$ cat src/sv/crc8cfr_pkg.sv
// ----------------------------------------------------------------------------
// crc8cfr_pkg
// Shared types, constants and helper functions for the command frame receiver.
// ----------------------------------------------------------------------------
package crc8cfr_pkg;

    localparam int MAX_FRAME_BYTES = 32;
    localparam int IDX_W           = $clog2(MAX_FRAME_BYTES);

    localparam logic [7:0] LEN_MAX       = 8'(MAX_FRAME_BYTES - 1);
    localparam logic [7:0] SYNC_RESET    = 8'hAA;
    localparam logic [7:0] CRC_POLY_REFL = 8'h8C;

    localparam logic [7:0] OP_MOVE     = 8'h01;
    localparam logic [7:0] OP_MPRESS   = 8'h02;
    localparam logic [7:0] OP_MRELEASE = 8'h03;
    localparam logic [7:0] OP_CLICK    = 8'h04;
    localparam logic [7:0] OP_MTIMED   = 8'h05;
    localparam logic [7:0] OP_KPRESS   = 8'h10;
    localparam logic [7:0] OP_KRELEASE = 8'h11;
    localparam logic [7:0] OP_KWRITE   = 8'h12;
    localparam logic [7:0] OP_RELALL   = 8'h13;
    localparam logic [7:0] OP_PRINT    = 8'h14;
    localparam logic [7:0] OP_KTIMED   = 8'h15;

    typedef enum logic [1:0] {
        ST_OK      = 2'd0,
        ST_CRC     = 2'd1,
        ST_INVALID = 2'd2,
        ST_PARAM   = 2'd3
    } t_ack_status;

    typedef enum logic [3:0] {
        ACT_MOVE     = 4'd0,
        ACT_MPRESS   = 4'd1,
        ACT_MRELEASE = 4'd2,
        ACT_CLICK    = 4'd3,
        ACT_MTIMED   = 4'd4,
        ACT_KPRESS   = 4'd5,
        ACT_KRELEASE = 4'd6,
        ACT_KWRITE   = 4'd7,
        ACT_RELALL   = 4'd8,
        ACT_PCHAR    = 4'd9,
        ACT_KTIMED   = 4'd10
    } t_action;

    typedef enum logic [2:0] {
        RK_PARAM,
        RK_CRC,
        RK_INVALID,
        RK_OK,
        RK_ACT,
        RK_CHAR
    } t_res_kind;

    typedef enum logic [3:0] {
        S_SYNC,
        S_LEN,
        S_PAY,
        S_OPW,
        S_OP,
        S_AW,
        S_AL,
        S_PW,
        S_PCH,
        S_ACT,
        S_ACK
    } t_state;

    typedef struct packed {
        logic    known;
        t_action act;
        logic [1:0] need;
    } t_op_info;

    typedef struct packed {
        logic      take_len;
        logic      take_pay;
        logic      rd_zero;
        logic      rd_next;
        logic      latch_op;
        logic      arg_shift;
        logic      out_load;
        t_res_kind out_kind;
    } t_dp_cmd;

    typedef struct packed {
        logic is_sync;
        logic len_bad;
        logic pay_done;
        logic crc_ok;
        logic op_known;
        logic op_print;
        logic nargs_ok;
        logic len_one;
        logic rd_last;
        logic rd_at_arg3;
        logic out_free;
    } t_dp_status;

    typedef struct packed {
        logic        is_ack;
        logic [1:0]  ack_status;
        logic [3:0]  action;
        logic [7:0]  arg_first;
        logic [7:0]  arg_second;
        logic [7:0]  arg_third;
        logic [15:0] hold_time;
        logic        last_of_run;
    } t_result;

    function automatic t_op_info op_decode(input logic [7:0] op);
        t_op_info info;
        info = '{known: 1'b1, act: ACT_MOVE, need: 2'd0};
        case (op)
            OP_MOVE:     begin info.act = ACT_MOVE;     info.need = 2'd3; end
            OP_MPRESS:   begin info.act = ACT_MPRESS;   info.need = 2'd1; end
            OP_MRELEASE: begin info.act = ACT_MRELEASE; info.need = 2'd1; end
            OP_CLICK:    begin info.act = ACT_CLICK;    info.need = 2'd1; end
            OP_MTIMED:   begin info.act = ACT_MTIMED;   info.need = 2'd3; end
            OP_KPRESS:   begin info.act = ACT_KPRESS;   info.need = 2'd1; end
            OP_KRELEASE: begin info.act = ACT_KRELEASE; info.need = 2'd1; end
            OP_KWRITE:   begin info.act = ACT_KWRITE;   info.need = 2'd1; end
            OP_RELALL:   begin info.act = ACT_RELALL;   info.need = 2'd0; end
            OP_PRINT:    begin info.act = ACT_PCHAR;    info.need = 2'd0; end
            OP_KTIMED:   begin info.act = ACT_KTIMED;   info.need = 2'd3; end
            default: begin
                info.known = 1'b0;
            end
        endcase
        return info;
    endfunction

    // reflected crc-8, one byte
    function automatic logic [7:0] crc8_update(input logic [7:0] crc, input logic [7:0] b);
        logic [7:0] c;
        c = crc ^ b;
        for (int i = 0; i < 8; i++) begin
            c = c[0] ? ((c >> 1) ^ CRC_POLY_REFL) : (c >> 1);
        end
        return c;
    endfunction

endpackage

$ cat src/sv/crc8cfr_rx_if.sv
// ----------------------------------------------------------------------------
// crc8cfr_rx_if
// Received byte channel: valid, ready and one byte.
// ----------------------------------------------------------------------------
interface crc8cfr_rx_if;
    logic       valid;
    logic       ready;
    logic [7:0] rx_byte;

    modport source (output valid, output rx_byte, input ready);
    modport sink (input valid, input rx_byte, output ready);
endinterface

$ cat src/sv/crc8cfr_res_if.sv
// ----------------------------------------------------------------------------
// crc8cfr_res_if
// Result channel: valid, ready and the fields of one action or acknowledge.
// ----------------------------------------------------------------------------
interface crc8cfr_res_if;
    logic        valid;
    logic        ready;
    logic        is_ack;
    logic [1:0]  ack_status;
    logic [3:0]  action;
    logic [7:0]  arg_first;
    logic [7:0]  arg_second;
    logic [7:0]  arg_third;
    logic [15:0] hold_time;
    logic        last_of_run;

    modport source (
        output valid, output is_ack, output ack_status, output action,
        output arg_first, output arg_second, output arg_third,
        output hold_time, output last_of_run, input ready
    );
    modport sink (
        input valid, input is_ack, input ack_status, input action,
        input arg_first, input arg_second, input arg_third,
        input hold_time, input last_of_run, output ready
    );
endinterface

$ cat src/sv/crc8cfr_ram.sv
// ----------------------------------------------------------------------------
// crc8cfr_ram
// Generic single write port RAM with registered read.
// ----------------------------------------------------------------------------
module crc8cfr_ram #(
    parameter int WIDTH = 8,
    parameter int DEPTH = 32
) (
    input  logic                     i_clk,
    input  logic                     i_we,
    input  logic [$clog2(DEPTH)-1:0] i_waddr,
    input  logic [WIDTH-1:0]         i_wdata,
    input  logic [$clog2(DEPTH)-1:0] i_raddr,
    output logic [WIDTH-1:0]         o_rdata
);
    logic [WIDTH-1:0] r_mem [DEPTH];
    logic [WIDTH-1:0] r_rdata;

    always_ff @(posedge i_clk) begin
        if (i_we) begin
            r_mem[i_waddr] <= i_wdata;
        end
        r_rdata <= r_mem[i_raddr];
    end

    assign o_rdata = r_rdata;
endmodule

$ cat src/sv/crc8cfr_datapath.sv
// ----------------------------------------------------------------------------
// crc8cfr_datapath
// Length, index and crc registers, payload RAM, argument fetch and the
// output register of the result channel.
// ----------------------------------------------------------------------------
module crc8cfr_datapath (
    input  logic                    i_clk,
    input  logic                    i_rst_n,
    input  logic                    i_cfg_wr_en,
    input  logic [7:0]              i_cfg_wr_data,
    input  logic [7:0]              i_rx_byte,
    input  crc8cfr_pkg::t_dp_cmd    i_cmd,
    output crc8cfr_pkg::t_dp_status o_status,
    crc8cfr_res_if.source           o_res
);
    import crc8cfr_pkg::*;

    logic [7:0]       r_sync_value;
    logic [IDX_W-1:0] r_len, n_len;
    logic [IDX_W-1:0] r_idx, n_idx;
    logic [7:0]       r_crc, n_crc;
    logic [IDX_W-1:0] r_rd_addr, n_rd_addr;
    t_action          r_act, n_act;
    logic [7:0]       r_a1, r_a2, r_a3;
    logic [7:0]       n_a1, n_a2, n_a3;
    logic             r_out_valid, n_out_valid;
    t_result          r_out, n_out;
    logic [7:0]       w_rd_data;
    t_op_info         w_op;

    crc8cfr_ram #(
        .WIDTH (8),
        .DEPTH (MAX_FRAME_BYTES)
    ) u_payload_ram (
        .i_clk   (i_clk),
        .i_we    (i_cmd.take_pay),
        .i_waddr (r_idx),
        .i_wdata (i_rx_byte),
        .i_raddr (r_rd_addr),
        .o_rdata (w_rd_data)
    );

    assign w_op = op_decode(w_rd_data);

    always_comb begin
        o_status.is_sync    = (i_rx_byte == r_sync_value);
        o_status.len_bad    = (i_rx_byte == 8'd0) || (i_rx_byte > LEN_MAX);
        o_status.pay_done   = (r_idx == r_len);
        o_status.crc_ok     = (i_rx_byte == r_crc);
        o_status.op_known   = w_op.known;
        o_status.op_print   = (w_op.act == ACT_PCHAR);
        o_status.nargs_ok   = ((r_len - IDX_W'(1)) == IDX_W'(w_op.need));
        o_status.len_one    = (r_len == IDX_W'(1));
        o_status.rd_last    = (r_rd_addr == (r_len - IDX_W'(1)));
        o_status.rd_at_arg3 = (r_rd_addr == IDX_W'(3));
        o_status.out_free   = !r_out_valid || o_res.ready;
    end

    always_comb begin
        n_len     = r_len;
        n_idx     = r_idx;
        n_crc     = r_crc;
        n_rd_addr = r_rd_addr;
        n_act     = r_act;
        n_a1      = r_a1;
        n_a2      = r_a2;
        n_a3      = r_a3;
        if (i_cmd.take_len) begin
            n_len = i_rx_byte[IDX_W-1:0];
            n_idx = '0;
            n_crc = '0;
        end
        if (i_cmd.take_pay) begin
            n_idx = r_idx + IDX_W'(1);
            n_crc = crc8_update(r_crc, i_rx_byte);
        end
        if (i_cmd.rd_zero) begin
            n_rd_addr = '0;
        end else if (i_cmd.rd_next) begin
            n_rd_addr = r_rd_addr + IDX_W'(1);
        end
        if (i_cmd.latch_op) begin
            n_act = w_op.act;
        end
        if (i_cmd.arg_shift) begin
            n_a1 = r_a2;
            n_a2 = r_a3;
            n_a3 = w_rd_data;
        end
    end

    always_comb begin
        n_out       = '0;
        n_out_valid = r_out_valid;
        if (o_res.ready) begin
            n_out_valid = 1'b0;
        end
        case (i_cmd.out_kind)
            RK_PARAM: begin
                n_out.is_ack      = 1'b1;
                n_out.ack_status  = ST_PARAM;
                n_out.last_of_run = 1'b1;
            end
            RK_CRC: begin
                n_out.is_ack      = 1'b1;
                n_out.ack_status  = ST_CRC;
                n_out.last_of_run = 1'b1;
            end
            RK_INVALID: begin
                n_out.is_ack      = 1'b1;
                n_out.ack_status  = ST_INVALID;
                n_out.last_of_run = 1'b1;
            end
            RK_OK: begin
                n_out.is_ack      = 1'b1;
                n_out.ack_status  = ST_OK;
                n_out.last_of_run = 1'b1;
            end
            RK_CHAR: begin
                n_out.action    = ACT_PCHAR;
                n_out.arg_first = w_rd_data;
            end
            RK_ACT: begin
                n_out.action = r_act;
                case (r_act)
                    ACT_MOVE: begin
                        n_out.arg_first  = r_a1;
                        n_out.arg_second = r_a2;
                        n_out.arg_third  = r_a3;
                    end
                    ACT_MTIMED, ACT_KTIMED: begin
                        n_out.arg_first = r_a1;
                        n_out.hold_time = {r_a2, r_a3};
                    end
                    ACT_RELALL: begin
                        n_out.arg_first = '0;
                    end
                    default: begin
                        n_out.arg_first = r_a1;
                    end
                endcase
            end
            default: begin
                n_out = '0;
            end
        endcase
        if (i_cmd.out_load) begin
            n_out_valid = 1'b1;
        end else begin
            n_out = r_out;
        end
    end

    always_ff @(posedge i_clk) begin
        if (!i_rst_n) begin
            r_sync_value <= SYNC_RESET;
            r_len        <= '0;
            r_idx        <= '0;
            r_crc        <= '0;
            r_out_valid  <= 1'b0;
        end else begin
            if (i_cfg_wr_en) begin
                r_sync_value <= i_cfg_wr_data;
            end
            r_len       <= n_len;
            r_idx       <= n_idx;
            r_crc       <= n_crc;
            r_out_valid <= n_out_valid;
        end
    end

    always_ff @(posedge i_clk) begin
        r_rd_addr <= n_rd_addr;
        r_act     <= n_act;
        r_a1      <= n_a1;
        r_a2      <= n_a2;
        r_a3      <= n_a3;
        r_out     <= n_out;
    end

    assign o_res.valid       = r_out_valid;
    assign o_res.is_ack      = r_out.is_ack;
    assign o_res.ack_status  = r_out.ack_status;
    assign o_res.action      = r_out.action;
    assign o_res.arg_first   = r_out.arg_first;
    assign o_res.arg_second  = r_out.arg_second;
    assign o_res.arg_third   = r_out.arg_third;
    assign o_res.hold_time   = r_out.hold_time;
    assign o_res.last_of_run = r_out.last_of_run;

    a_load_when_free: assert property (@(posedge i_clk) disable iff (!i_rst_n)
        i_cmd.out_load |-> (!r_out_valid || o_res.ready))
        else $error("result loaded over an untaken result");

    a_pay_in_range: assert property (@(posedge i_clk) disable iff (!i_rst_n)
        i_cmd.take_pay |-> (r_idx < r_len))
        else $error("payload byte beyond frame length");

    a_load_shows: assert property (@(posedge i_clk) disable iff (!i_rst_n)
        i_cmd.out_load |=> r_out_valid)
        else $error("loaded result not presented");

    a_len_clears: assert property (@(posedge i_clk) disable iff (!i_rst_n)
        i_cmd.take_len |=> (r_idx == '0) && (r_crc == '0))
        else $error("length byte did not clear index and crc");
endmodule

$ cat src/sv/crc8cfr_ctrl.sv
// ----------------------------------------------------------------------------
// crc8cfr_ctrl
// Frame state machine: sync, length, payload and crc, then command decode
// and sequencing of the action and acknowledge results.
// ----------------------------------------------------------------------------
module crc8cfr_ctrl (
    input  logic                    i_clk,
    input  logic                    i_rst_n,
    input  logic                    i_rx_valid,
    output logic                    o_rx_ready,
    input  crc8cfr_pkg::t_dp_status i_status,
    output crc8cfr_pkg::t_dp_cmd    o_cmd
);
    import crc8cfr_pkg::*;

    t_state r_state, n_state;
    logic   w_fire;

    assign o_rx_ready = (r_state == S_SYNC)
                     || (((r_state == S_LEN) || (r_state == S_PAY)) && i_status.out_free);
    assign w_fire     = i_rx_valid && o_rx_ready;

    always_comb begin
        n_state = r_state;
        case (r_state)
            S_SYNC: begin
                if (w_fire && i_status.is_sync) begin
                    n_state = S_LEN;
                end
            end
            S_LEN: begin
                if (w_fire) begin
                    n_state = i_status.len_bad ? S_SYNC : S_PAY;
                end
            end
            S_PAY: begin
                if (w_fire && i_status.pay_done) begin
                    n_state = i_status.crc_ok ? S_OPW : S_SYNC;
                end
            end
            S_OPW: begin
                n_state = S_OP;
            end
            S_OP: begin
                if (!i_status.op_known) begin
                    if (i_status.out_free) begin
                        n_state = S_SYNC;
                    end
                end else if (i_status.op_print) begin
                    n_state = i_status.len_one ? S_ACK : S_PW;
                end else if (!i_status.nargs_ok) begin
                    if (i_status.out_free) begin
                        n_state = S_SYNC;
                    end
                end else begin
                    n_state = S_AW;
                end
            end
            S_AW: begin
                n_state = S_AL;
            end
            S_AL: begin
                n_state = i_status.rd_at_arg3 ? S_ACT : S_AW;
            end
            S_PW: begin
                n_state = S_PCH;
            end
            S_PCH: begin
                if (i_status.out_free) begin
                    n_state = i_status.rd_last ? S_ACK : S_PW;
                end
            end
            S_ACT: begin
                if (i_status.out_free) begin
                    n_state = S_ACK;
                end
            end
            S_ACK: begin
                if (i_status.out_free) begin
                    n_state = S_SYNC;
                end
            end
            default: begin
                n_state = S_SYNC;
            end
        endcase
    end

    always_comb begin
        o_cmd          = '0;
        o_cmd.out_kind = RK_OK;
        case (r_state)
            S_LEN: begin
                if (w_fire) begin
                    o_cmd.take_len = 1'b1;
                    if (i_status.len_bad) begin
                        o_cmd.out_load = 1'b1;
                        o_cmd.out_kind = RK_PARAM;
                    end
                end
            end
            S_PAY: begin
                if (w_fire) begin
                    if (!i_status.pay_done) begin
                        o_cmd.take_pay = 1'b1;
                    end else if (i_status.crc_ok) begin
                        o_cmd.rd_zero = 1'b1;
                    end else begin
                        o_cmd.out_load = 1'b1;
                        o_cmd.out_kind = RK_CRC;
                    end
                end
            end
            S_OP: begin
                o_cmd.latch_op = 1'b1;
                if (!i_status.op_known) begin
                    o_cmd.out_load = i_status.out_free;
                    o_cmd.out_kind = RK_INVALID;
                end else if (i_status.op_print) begin
                    o_cmd.rd_next = !i_status.len_one;
                end else if (!i_status.nargs_ok) begin
                    o_cmd.out_load = i_status.out_free;
                    o_cmd.out_kind = RK_PARAM;
                end else begin
                    o_cmd.rd_next = 1'b1;
                end
            end
            S_AL: begin
                o_cmd.arg_shift = 1'b1;
                o_cmd.rd_next   = !i_status.rd_at_arg3;
            end
            S_PCH: begin
                if (i_status.out_free) begin
                    o_cmd.out_load = 1'b1;
                    o_cmd.out_kind = RK_CHAR;
                    o_cmd.rd_next  = !i_status.rd_last;
                end
            end
            S_ACT: begin
                o_cmd.out_load = i_status.out_free;
                o_cmd.out_kind = RK_ACT;
            end
            S_ACK: begin
                o_cmd.out_load = i_status.out_free;
                o_cmd.out_kind = RK_OK;
            end
            default: begin
                o_cmd.out_kind = RK_OK;
            end
        endcase
    end

    always_ff @(posedge i_clk) begin
        if (!i_rst_n) begin
            r_state <= S_SYNC;
        end else begin
            r_state <= n_state;
        end
    end

    a_bad_len_resyncs: assert property (@(posedge i_clk) disable iff (!i_rst_n)
        (r_state == S_LEN) && w_fire && i_status.len_bad |=> (r_state == S_SYNC))
        else $error("bad length did not return to sync");

    a_ready_only_input: assert property (@(posedge i_clk) disable iff (!i_rst_n)
        o_rx_ready |-> (r_state == S_SYNC) || (r_state == S_LEN) || (r_state == S_PAY))
        else $error("byte accepted during decode");
endmodule

$ cat src/sv/crc8_command_frame_receiver.sv
// ----------------------------------------------------------------------------
// crc8_command_frame_receiver
// Sync / length / payload / crc-8 frame parser with command decoding.
//
//   channel   dir  handshake       payload
//   i_rx      in   valid / ready   rx_byte
//   o_res     out  valid / ready   is_ack, ack_status, action, arg_first,
//                                  arg_second, arg_third, hold_time,
//                                  last_of_run
//   cfg       in   i_cfg_wr_en     i_cfg_wr_data (sync_value)
//
// a new sync, length or payload byte can be taken every clock, but for the stall below
// a good crc byte starts decode: the opcode fetch (S_OPW, S_OP), the argument
// fetch (S_AW, S_AL for each of three argument bytes), then the action and the ack
// print: each text byte is read from the payload RAM read port (S_PW, S_PCH), then the ack
// synchronous reset; sync_value returns to 0xAA
// length, payload and crc bytes stall while the output register holds an
// untaken result; no byte is taken from a good crc byte until the ack loads
// ----------------------------------------------------------------------------
module crc8_command_frame_receiver (
    input  logic          i_clk,
    input  logic          i_rst_n,
    input  logic          i_cfg_wr_en,
    input  logic [7:0]    i_cfg_wr_data,
    crc8cfr_rx_if.sink    i_rx,
    crc8cfr_res_if.source o_res
);
    import crc8cfr_pkg::*;

    t_dp_cmd    w_cmd;
    t_dp_status w_status;

    crc8cfr_ctrl u_ctrl (
        .i_clk      (i_clk),
        .i_rst_n    (i_rst_n),
        .i_rx_valid (i_rx.valid),
        .o_rx_ready (i_rx.ready),
        .i_status   (w_status),
        .o_cmd      (w_cmd)
    );

    crc8cfr_datapath u_datapath (
        .i_clk         (i_clk),
        .i_rst_n       (i_rst_n),
        .i_cfg_wr_en   (i_cfg_wr_en),
        .i_cfg_wr_data (i_cfg_wr_data),
        .i_rx_byte     (i_rx.rx_byte),
        .i_cmd         (w_cmd),
        .o_status      (w_status),
        .o_res         (o_res)
    );
endmodule
$ cat src/flat_wrapper.sv
// flat-port wrapper written by rule: the top's interface ports become plain ports
module crc8_command_frame_receiver_flat import crc8cfr_pkg::*;
  (i_clk, i_rst_n, i_cfg_wr_en, i_cfg_wr_data, i_rx_valid, i_rx_rx_byte, i_rx_ready, o_res_valid, o_res_is_ack, o_res_ack_status, o_res_action, o_res_arg_first, o_res_arg_second, o_res_arg_third, o_res_hold_time, o_res_last_of_run, o_res_ready);
  crc8cfr_rx_if i_rx_i ();
  crc8cfr_res_if o_res_i ();
  input  logic i_clk;
  input  logic i_rst_n;
  input  logic i_cfg_wr_en;
  input  logic [7:0] i_cfg_wr_data;
  input wire logic [$bits(i_rx_i.valid)-1:0] i_rx_valid;
  input wire logic [$bits(i_rx_i.rx_byte)-1:0] i_rx_rx_byte;
  output wire logic [$bits(i_rx_i.ready)-1:0] i_rx_ready;
  output wire logic [$bits(o_res_i.valid)-1:0] o_res_valid;
  output wire logic [$bits(o_res_i.is_ack)-1:0] o_res_is_ack;
  output wire logic [$bits(o_res_i.ack_status)-1:0] o_res_ack_status;
  output wire logic [$bits(o_res_i.action)-1:0] o_res_action;
  output wire logic [$bits(o_res_i.arg_first)-1:0] o_res_arg_first;
  output wire logic [$bits(o_res_i.arg_second)-1:0] o_res_arg_second;
  output wire logic [$bits(o_res_i.arg_third)-1:0] o_res_arg_third;
  output wire logic [$bits(o_res_i.hold_time)-1:0] o_res_hold_time;
  output wire logic [$bits(o_res_i.last_of_run)-1:0] o_res_last_of_run;
  input wire logic [$bits(o_res_i.ready)-1:0] o_res_ready;
  assign i_rx_i.valid = i_rx_valid;
  assign i_rx_i.rx_byte = i_rx_rx_byte;
  assign i_rx_ready = i_rx_i.ready;
  assign o_res_valid = o_res_i.valid;
  assign o_res_is_ack = o_res_i.is_ack;
  assign o_res_ack_status = o_res_i.ack_status;
  assign o_res_action = o_res_i.action;
  assign o_res_arg_first = o_res_i.arg_first;
  assign o_res_arg_second = o_res_i.arg_second;
  assign o_res_arg_third = o_res_i.arg_third;
  assign o_res_hold_time = o_res_i.hold_time;
  assign o_res_last_of_run = o_res_i.last_of_run;
  assign o_res_i.ready = o_res_ready;
  crc8_command_frame_receiver u_core (.i_clk(i_clk), .i_rst_n(i_rst_n), .i_cfg_wr_en(i_cfg_wr_en), .i_cfg_wr_data(i_cfg_wr_data), .i_rx(i_rx_i), .o_res(o_res_i));
endmodule
$ cat config.mk
export PLATFORM = sky130hd
export DESIGN_NAME = crc8_command_frame_receiver_flat
export DESIGN_NICKNAME = d
export VERILOG_FILES = /design/src/sv/crc8cfr_pkg.sv /design/src/sv/crc8cfr_rx_if.sv /design/src/sv/crc8cfr_res_if.sv /design/src/sv/crc8cfr_ram.sv /design/src/sv/crc8cfr_datapath.sv /design/src/sv/crc8cfr_ctrl.sv /design/src/sv/crc8_command_frame_receiver.sv /design/src/flat_wrapper.sv
export SDC_FILE = /design/constraint.sdc
export NUM_CORES = 1
export LEC_CHECK = 0
export BUFFER_PORTS_ARGS = -buffer_cell sky130_fd_sc_hd__buf_4
export CAP_MARGIN = 20
export CORE_AREA = 2 2 256 208
export DETAILED_ROUTE_END_ITERATION = 6
export DIE_AREA = 0 0 258 210
export SETUP_SLACK_MARGIN = 0.02
export SKIP_CTS_REPAIR_TIMING = 1
export SYNTH_ARGS = -nofsm -noshare
export SYNTH_HDL_FRONTEND = slang
export SYNTH_SLANG_ARGS = --single-unit
$ cat constraint.sdc
create_clock -name i_clk -period 5.7 [get_ports i_clk]
set_input_delay 0.57 -clock i_clk [delete_from_list [all_inputs] [get_ports i_clk]]
set_output_delay 0.57 -clock i_clk [all_outputs]
set_load 0.005 [all_outputs]
## Yosys cells after proc, flatten, opt, wreduce, memory -nomap -nowiden

Memory sizes are Yosys's and may differ from the RTL's. A register that Yosys moved wholly into a read port is not among the register bits.
Index checks and enable logic that the tools add are counted.

- Bits in writable memories: 256
- Memories kept: 1
- Output and inout port bits: 50
- Input bits: 21
- Bits in registers: 112

- $add $sub $neg: 3
- Multiplexer cells: 62
- $lt $le $gt $ge: 1
- Reductions and logical operators: 25
- Bitwise logic cells: 9
- Equality and inequality tests: 42

Memories:

| memory | words | bits a word | rd ports | clocked after Yosys merged registers in | write ports | RTL line | RTL |
|---|---|---|---|---|---|---|---|
| u_core.u_datapath.u_payload_ram.r_mem | 32 | 8 | 1 | 1 | 1 | crc8cfr_ram.sv:16 | `logic [WIDTH-1:0] r_mem [DEPTH];` |

Operators by type and width:

| kind | count |
|---|---|
| 2-to-1 mux 8 bit | 11 |
| 2-to-1 mux 4 bit | 21 |
| case mux 6 bit (11 select lines) | 1 |
| == test 8 x 5 -> 1 bit (second input constant) | 6 |
| case mux 4 bit (11 select lines) | 1 |
| == test 4 bit (second input constant) | 6 |
| NOT 2 -> 3 bit | 8 |
| case mux 12 bit (2 select lines) | 1 |
| == test 4 x 3 -> 1 bit (second input constant) | 5 |
| 2-to-1 mux 1 bit | 17 |
| == test 8 x 2 -> 1 bit (second input constant) | 2 |
| == test 8 x 3 -> 1 bit (second input constant) | 2 |
| == test 8 bit | 2 |
| case mux 3 bit (5 select lines) | 1 |
| case mux 3 bit (4 select lines) | 1 |
| OR reduction 11 bit | 1 |
| adder 5 x 1 -> 5 bit (second input constant) | 2 |
| == test 5 bit | 2 |
| 2-to-1 mux 5 bit | 2 |
| == test 4 x 2 -> 1 bit (second input constant) | 2 |
| == test 8 x 1 -> 1 bit (second input constant) | 1 |
| > comparator 8 x 5 -> 1 bit (second input constant) | 1 |
| logical NOT 4 bit | 2 |
| logical NOT 8 bit | 1 |
| 23 further kinds | 43 |

## Depth between registers and ports, before layout

- Depth after elaboration: 18
- Mapped depth: 9
- Depth with buffers taken out: 8

## Modules after synthesis

A second synthesis with hierarchy kept.

- Cell total of the unflattened synthesis: 909
- Area, all modules: 15526.1 um2

Modules (own cells, without submodules):

| module | instances | area an instance (um2) | cells an instance |
|---|---|---|---|
| crc8cfr_ram | 1 | 10053.4 | 417 |
| crc8cfr_datapath | 1 | 4749.6 | 388 |
| crc8cfr_ctrl | 1 | 723.2 | 104 |

## Worst setup path before layout

OpenSTA, ideal clock, no wires.

- Path type: register to register
- Start point: register u_core.u_datapath.r_len[0]
- End point: register u_core.u_datapath.r_out, in the netlist u_core.u_datapath.o_res.ack_status[0] (enable)
- Arrival: 2.897 ns
- Data required time: 5.240 ns
- Clock period less this slack: 3.356 ns
- Library setup time: 0.460 ns
- Cell stages (with the launch flop): 9
- Slack: 2.344 ns
- Buffers on the path: 1
- Path through: dfxtp_1 clkbuf_1 inv_1 ha_1 or4_1 a221o_1 o22ai_2 o21ai_1 a21o_1

RTL lines:

| item | RTL line | RTL |
|---|---|---|
| start, declared | crc8cfr_datapath.sv:19 | `logic [IDX_W-1:0] r_len, n_len;` |
| start signal, assigned | crc8cfr_datapath.sv:165 | `r_len <= n_len;` |
| end signal, assigned | crc8cfr_datapath.sv:178 | `r_out <= n_out;` |
| end, declared | crc8cfr_datapath.sv:27 | `t_result r_out, n_out;` |

## Final worst setup path

- Start point: register u_core.u_ctrl.r_state[1]
- End point: memory u_core.u_datapath.u_payload_ram.r_mem[15][1] (enable)

- Cells in the longest elaborated chain, start to end: 9

RTL lines:

| item | RTL line | RTL |
|---|---|---|
| start, declared | crc8cfr_ctrl.sv:16 | `t_state r_state, n_state;` |
| start signal, assigned | crc8cfr_ctrl.sv:157 | `r_state <= n_state;` |
| == test 4 x 1 -> 1 bit / == test 4 x 2 -> 1 bit (equally long branches) | crc8cfr_ctrl.sv:20, crc8cfr_ctrl.sv:92 |  |
| logical OR 1 bit | crc8cfr_ctrl.sv:20 | `\|\| (((r_state == S_LEN) \|\| (r_state == S_PAY)) && i_status.out_free);` |
| logical AND 1 bit | crc8cfr_ctrl.sv:20 |  |
| logical OR 1 bit | crc8cfr_ctrl.sv:20 |  |
| logical AND 1 bit | crc8cfr_ctrl.sv:21 | `assign w_fire = i_rx_valid && o_rx_ready;` |
| 2-to-1 mux 2 bit | crc8cfr_ctrl.sv:103 | `if (w_fire) begin` |
| 2-to-1 mux 2 bit * | crc8cfr_ctrl.sv:92 | `case (r_state)` |
| 2-to-1 mux 1 bit * | crc8cfr_ram.sv:20 | `if (i_we) begin` |
| 2-to-1 mux 1 bit (not written as such) * | crc8cfr_ram.sv:21 | `r_mem[i_waddr] <= i_wdata;` |
| end, declared | crc8cfr_ram.sv:16 |  |

Every way passes the cells marked *; elsewhere a longest branch is shown, timed or not.

==> results by group <==
Hold path
  – Worst hold endpoint: u_core.u_datapath.r_sync_value[7]$_SDFFE_PN1P_
  – Hold Startpoint: i_cfg_wr_data[7]
  – Hold Crit Depth: 3
  – HP Class: input pin to register

Yosys
  – Sequential area share after synthesis: 0.7065
  – Mapped Avg Cell Area: 17.09 um2
  – Simple-Gate Fraction of Synth Area: 0.07704
  – Main combinational cell family by area after synthesis: multiplexers
  – Synth area leader: edfxtp_1
  – Main synth FF type: edfxtp_1
  – XOR/XNOR Fraction of Synth Area: 0.02173
  – Post-Synth Adder-Cell Area: 0.005719
  – Compound-gate portion of the synthesized area: 0.03824
  – Syn_nets: 924
  – Top post-synthesis cells by area: edfxtp_1 (65%), mux4_2 (12%), dfxtp_1 (5.8%), and2_1 (1.4%), nor2_1 (1.3%)
  – Synth Warn #: 0
  – Synth async-reset ratio: 0
  – Yosys cell types: 62
  – Post-synth top area share: 0.6490
  – Multiplexer share of the synthesized area: 0.1355
  – Post-Syn Area: 15310 um2
  – Mapped Cells: 896
  – FF+latch count, synth: 375
  – Post-synth EDFFs: 331

Routing
  – DR pass1 iterations: 5
  – Vias per cell: 4.800
  – DRC: 0
  – Final wirelength: 32490 um
  – Routed Antenna Nets: 0
  – First DRT Iteration DRCs: 648
  – WL/cell: 19.26 um
  – Via count: 8097

STA
  – Worst Max-Slew Pin Slew: 1049 ps
  – Setup violators final: 0
  – Max Slew Vio Count: 0
  – Fmax: 283.0 MHz
  – Final hold vios: 0
  – Fin Setup TNS: 0 ps
  – Tcrit/Tclk final: 0.6199
  – Worst clock skew: 24.26 ps
  – RSZ-0062 raised after global routing: false
  – Min Clock Period, post-route: 3533 ps
  – Max-slew headroom: 0.2997

CTS
  – Cts bufs inserted: 36
  – H-tree depth: 2
  – Clock Root Buffer: clkbuf_16
  – Clock latency at the later pin of the worst-skew pair: 530 ps
  – Maximum root-to-sink buffer count: 3
  – # clock sinks: 375
  – Clock slew at reported path FFs: 60 ps
  – CTS tree: done

Cells and area
  – Layout Utilization: 0.3427
  – Share of cells above drive strength 1: 0.2284
  – Area Growth Syn to Fin: 15.72%
  – Most common cell after layout, fill and taps aside: edfxtp_1
  – N_diodes: 0
  – Commonest non-fill, non-tap cells in the layout: edfxtp_1 (331), mux4_2 (81), buf_4 (76)
  – Final nets: 994

Floorplan
  – Die area: 54180 um2
  – # IOs: 71
  – Starting Density: 0.2962
  – Die Width: 258 um
  – Die height: 210 um
  – Row count: 75
  – Core area: 51710 um2

Power and ir drop
  – Pleak: 5.681 nW
  – Power density cells: 312.0 nW/um2
  – Total power: 5.529 mW
  – Peak supply drop: 0.1488 mV

Run status
  – Outcome: complete, no violations

Critical path
  – FF-to-FF setup slack: 2170 ps
  – Worst EP required: 5850 ps
  – FF-to-FF Start: u_core.u_ctrl.r_state[1]$_SDFFE_PN0P_
  – Startpoint types: register
  – CP max FO: 18
  – Kind of end point of the critical path: register
  – Worst path arrival time: 3680 ps
  – Critical path class: register to register
  – Reg2reg end: u_core.u_datapath.u_payload_ram.r_mem[15][1]$_DFFE_PP_
  – Reg2reg path depth: 5

Global routing
  – Largest net degree at the start of global routing: 68
  – Initial antenna violation count: 0
  – Vias in the first global route: 7827
  – GRT Residual Overflow: 0
  – Global Route Usage Sum: 0.1199
  – First-pass GRT wire length: 49770 um

Place
  – Port bufs: 70
  – Dpl hpwl: 20630 um
  – Routability cong.: 0.8084

Run
  – Max-cap violation count: 0
-- logic make-up after synthesis --
logic type,count (synthesis)
flip-flops,375
AND/OR/NAND/NOR,223
multiplexers,105
AO/OA/AOI/OAI,88
buffers and inverters,60
XOR/XNOR,38
adder cells (fa/ha/maj),7
-- how the worst max path moves through the flow --
| stage | from | slack (ps) | depth (start not counted) | end |
|---|---|---|---|---|
| 2_1_floorplan | u_core.u_datapath.r_len[0]$_SDFFE_PN0P_ | 2340 | 8 | u_core.u_datapath.o_res.ack_status[0]$_DFFE_PP_ |
| 3_3_place_gp | o_res_ready | 2070 | 7 | u_core.u_datapath.o_res.hold_time[6]$_SDFFCE_PN0P_ |
| 3_5_place_dp | o_res_ready | 2020 | 7 | u_core.u_datapath.o_res.arg_first[5]$_DFFE_PP_ |
| 6_report | u_core.u_ctrl.r_state[1]$_SDFFE_PN0P_ | 2170 | 5 | u_core.u_datapath.u_payload_ram.r_mem[15][1]$_DFFE_PP_ |
| 5_1_grt | u_core.u_ctrl.r_state[1]$_SDFFE_PN0P_ | 1840 | 5 | u_core.u_datapath.u_payload_ram.r_mem[15][4]$_DFFE_PP_ |
| 4_1_cts | u_core.u_ctrl.r_state[1]$_SDFFE_PN0P_ | 2160 | 5 | u_core.u_datapath.u_payload_ram.r_mem[12][5]$_DFFE_PP_ |
-- flip-flops by register name, indices dropped and copies added, names as in the netlist, 2 cells and up --
register,flops
u_core.u_datapath.r_act,4
u_core.u_datapath.r_len,5
u_core.u_ctrl.r_state,4
u_core.u_datapath.r_crc,8
u_core.u_datapath.o_res.arg_second,8
u_core.u_datapath.r_a1,8
u_core.u_datapath.o_res.arg_third,8
u_core.u_datapath.r_a2,8
u_core.u_datapath.u_payload_ram.r_mem,256
u_core.u_datapath.o_res.ack_status,2
u_core.u_datapath.o_res.hold_time,16
u_core.u_datapath.u_payload_ram.o_rdata,8
u_core.u_datapath.o_res.arg_first,8
u_core.u_datapath.r_a3,8
u_core.u_datapath.r_idx,5
u_core.u_datapath.r_rd_addr,5
u_core.u_datapath.r_sync_value,8
u_core.u_datapath.o_res.action,4
-- synthesized netlist by cell type, types with 11 or more instances --
cell / n
dfxtp_1: 44
inv_1: 13
nand3_1: 18
edfxtp_1: 331
mux4_2: 81
mux2i_1: 15
xor2_1: 15
a21oi_1: 28
nor2_1: 54
clkbuf_1: 37
o21ai_0: 11
nor3_1: 14
xnor2_1: 23
nand2_1: 39
and2_1: 35
-- layer usage --
metal  vias up  global-route usage  part of all wire
met5         -                   0                 0
met4         0             0.02352             0.013
met3        40             0.03211             0.078
met2       282              0.1668              0.42
met1      4101              0.1864              0.49
li1       3674                   -                 -
-- through the flow --
stage / setup slack, ps / cells / hold slack [ps] / area [um2]
4_1_cts: 2165 / 1685 / 241.3 / 17710
3_3_place_gp: 2074 / 1619 / 442.5 / 16580
2_1_floorplan: 2344 / 896 / 432.2 / 15310
6_report: 2167 / 1687 / 261.7 / 17720
5_1_grt: 1843 / 1687 / 249.0 / 17720
3_5_place_dp: 2024 / 1619 / 447.4 / 16580
-- cell type report --
cell class | count | area [um2]
Fill cell | 4861 | 33980
Sequential cell | 375 | 10830
Multi-Input combinational cell | 461 | 4263
Clock buffer | 49 | 992.2
Tap cell | 693 | 867.1
Timing Repair Buffer | 78 | 583.1
Clock inverter | 17 | 138.9
Inverter | 14 | 52.55
-- where the power goes --
part           leakage [nW]  switching [mW]  internal (mW)
Combinational          1.81           0.113         0.0952
Clock                 0.549           0.996           1.32
Sequential             3.32          0.0231           2.98
Total                  5.68            1.13           4.40
-- worst max-delay path: stages, from the launching register on --
cell and delay [ps]:
dfxtp_1 590, nor2b_1 350, and2_1 230, and3_1 580
nand2_1 500, nor3_1 920
(Power assumes the default switching activity.)
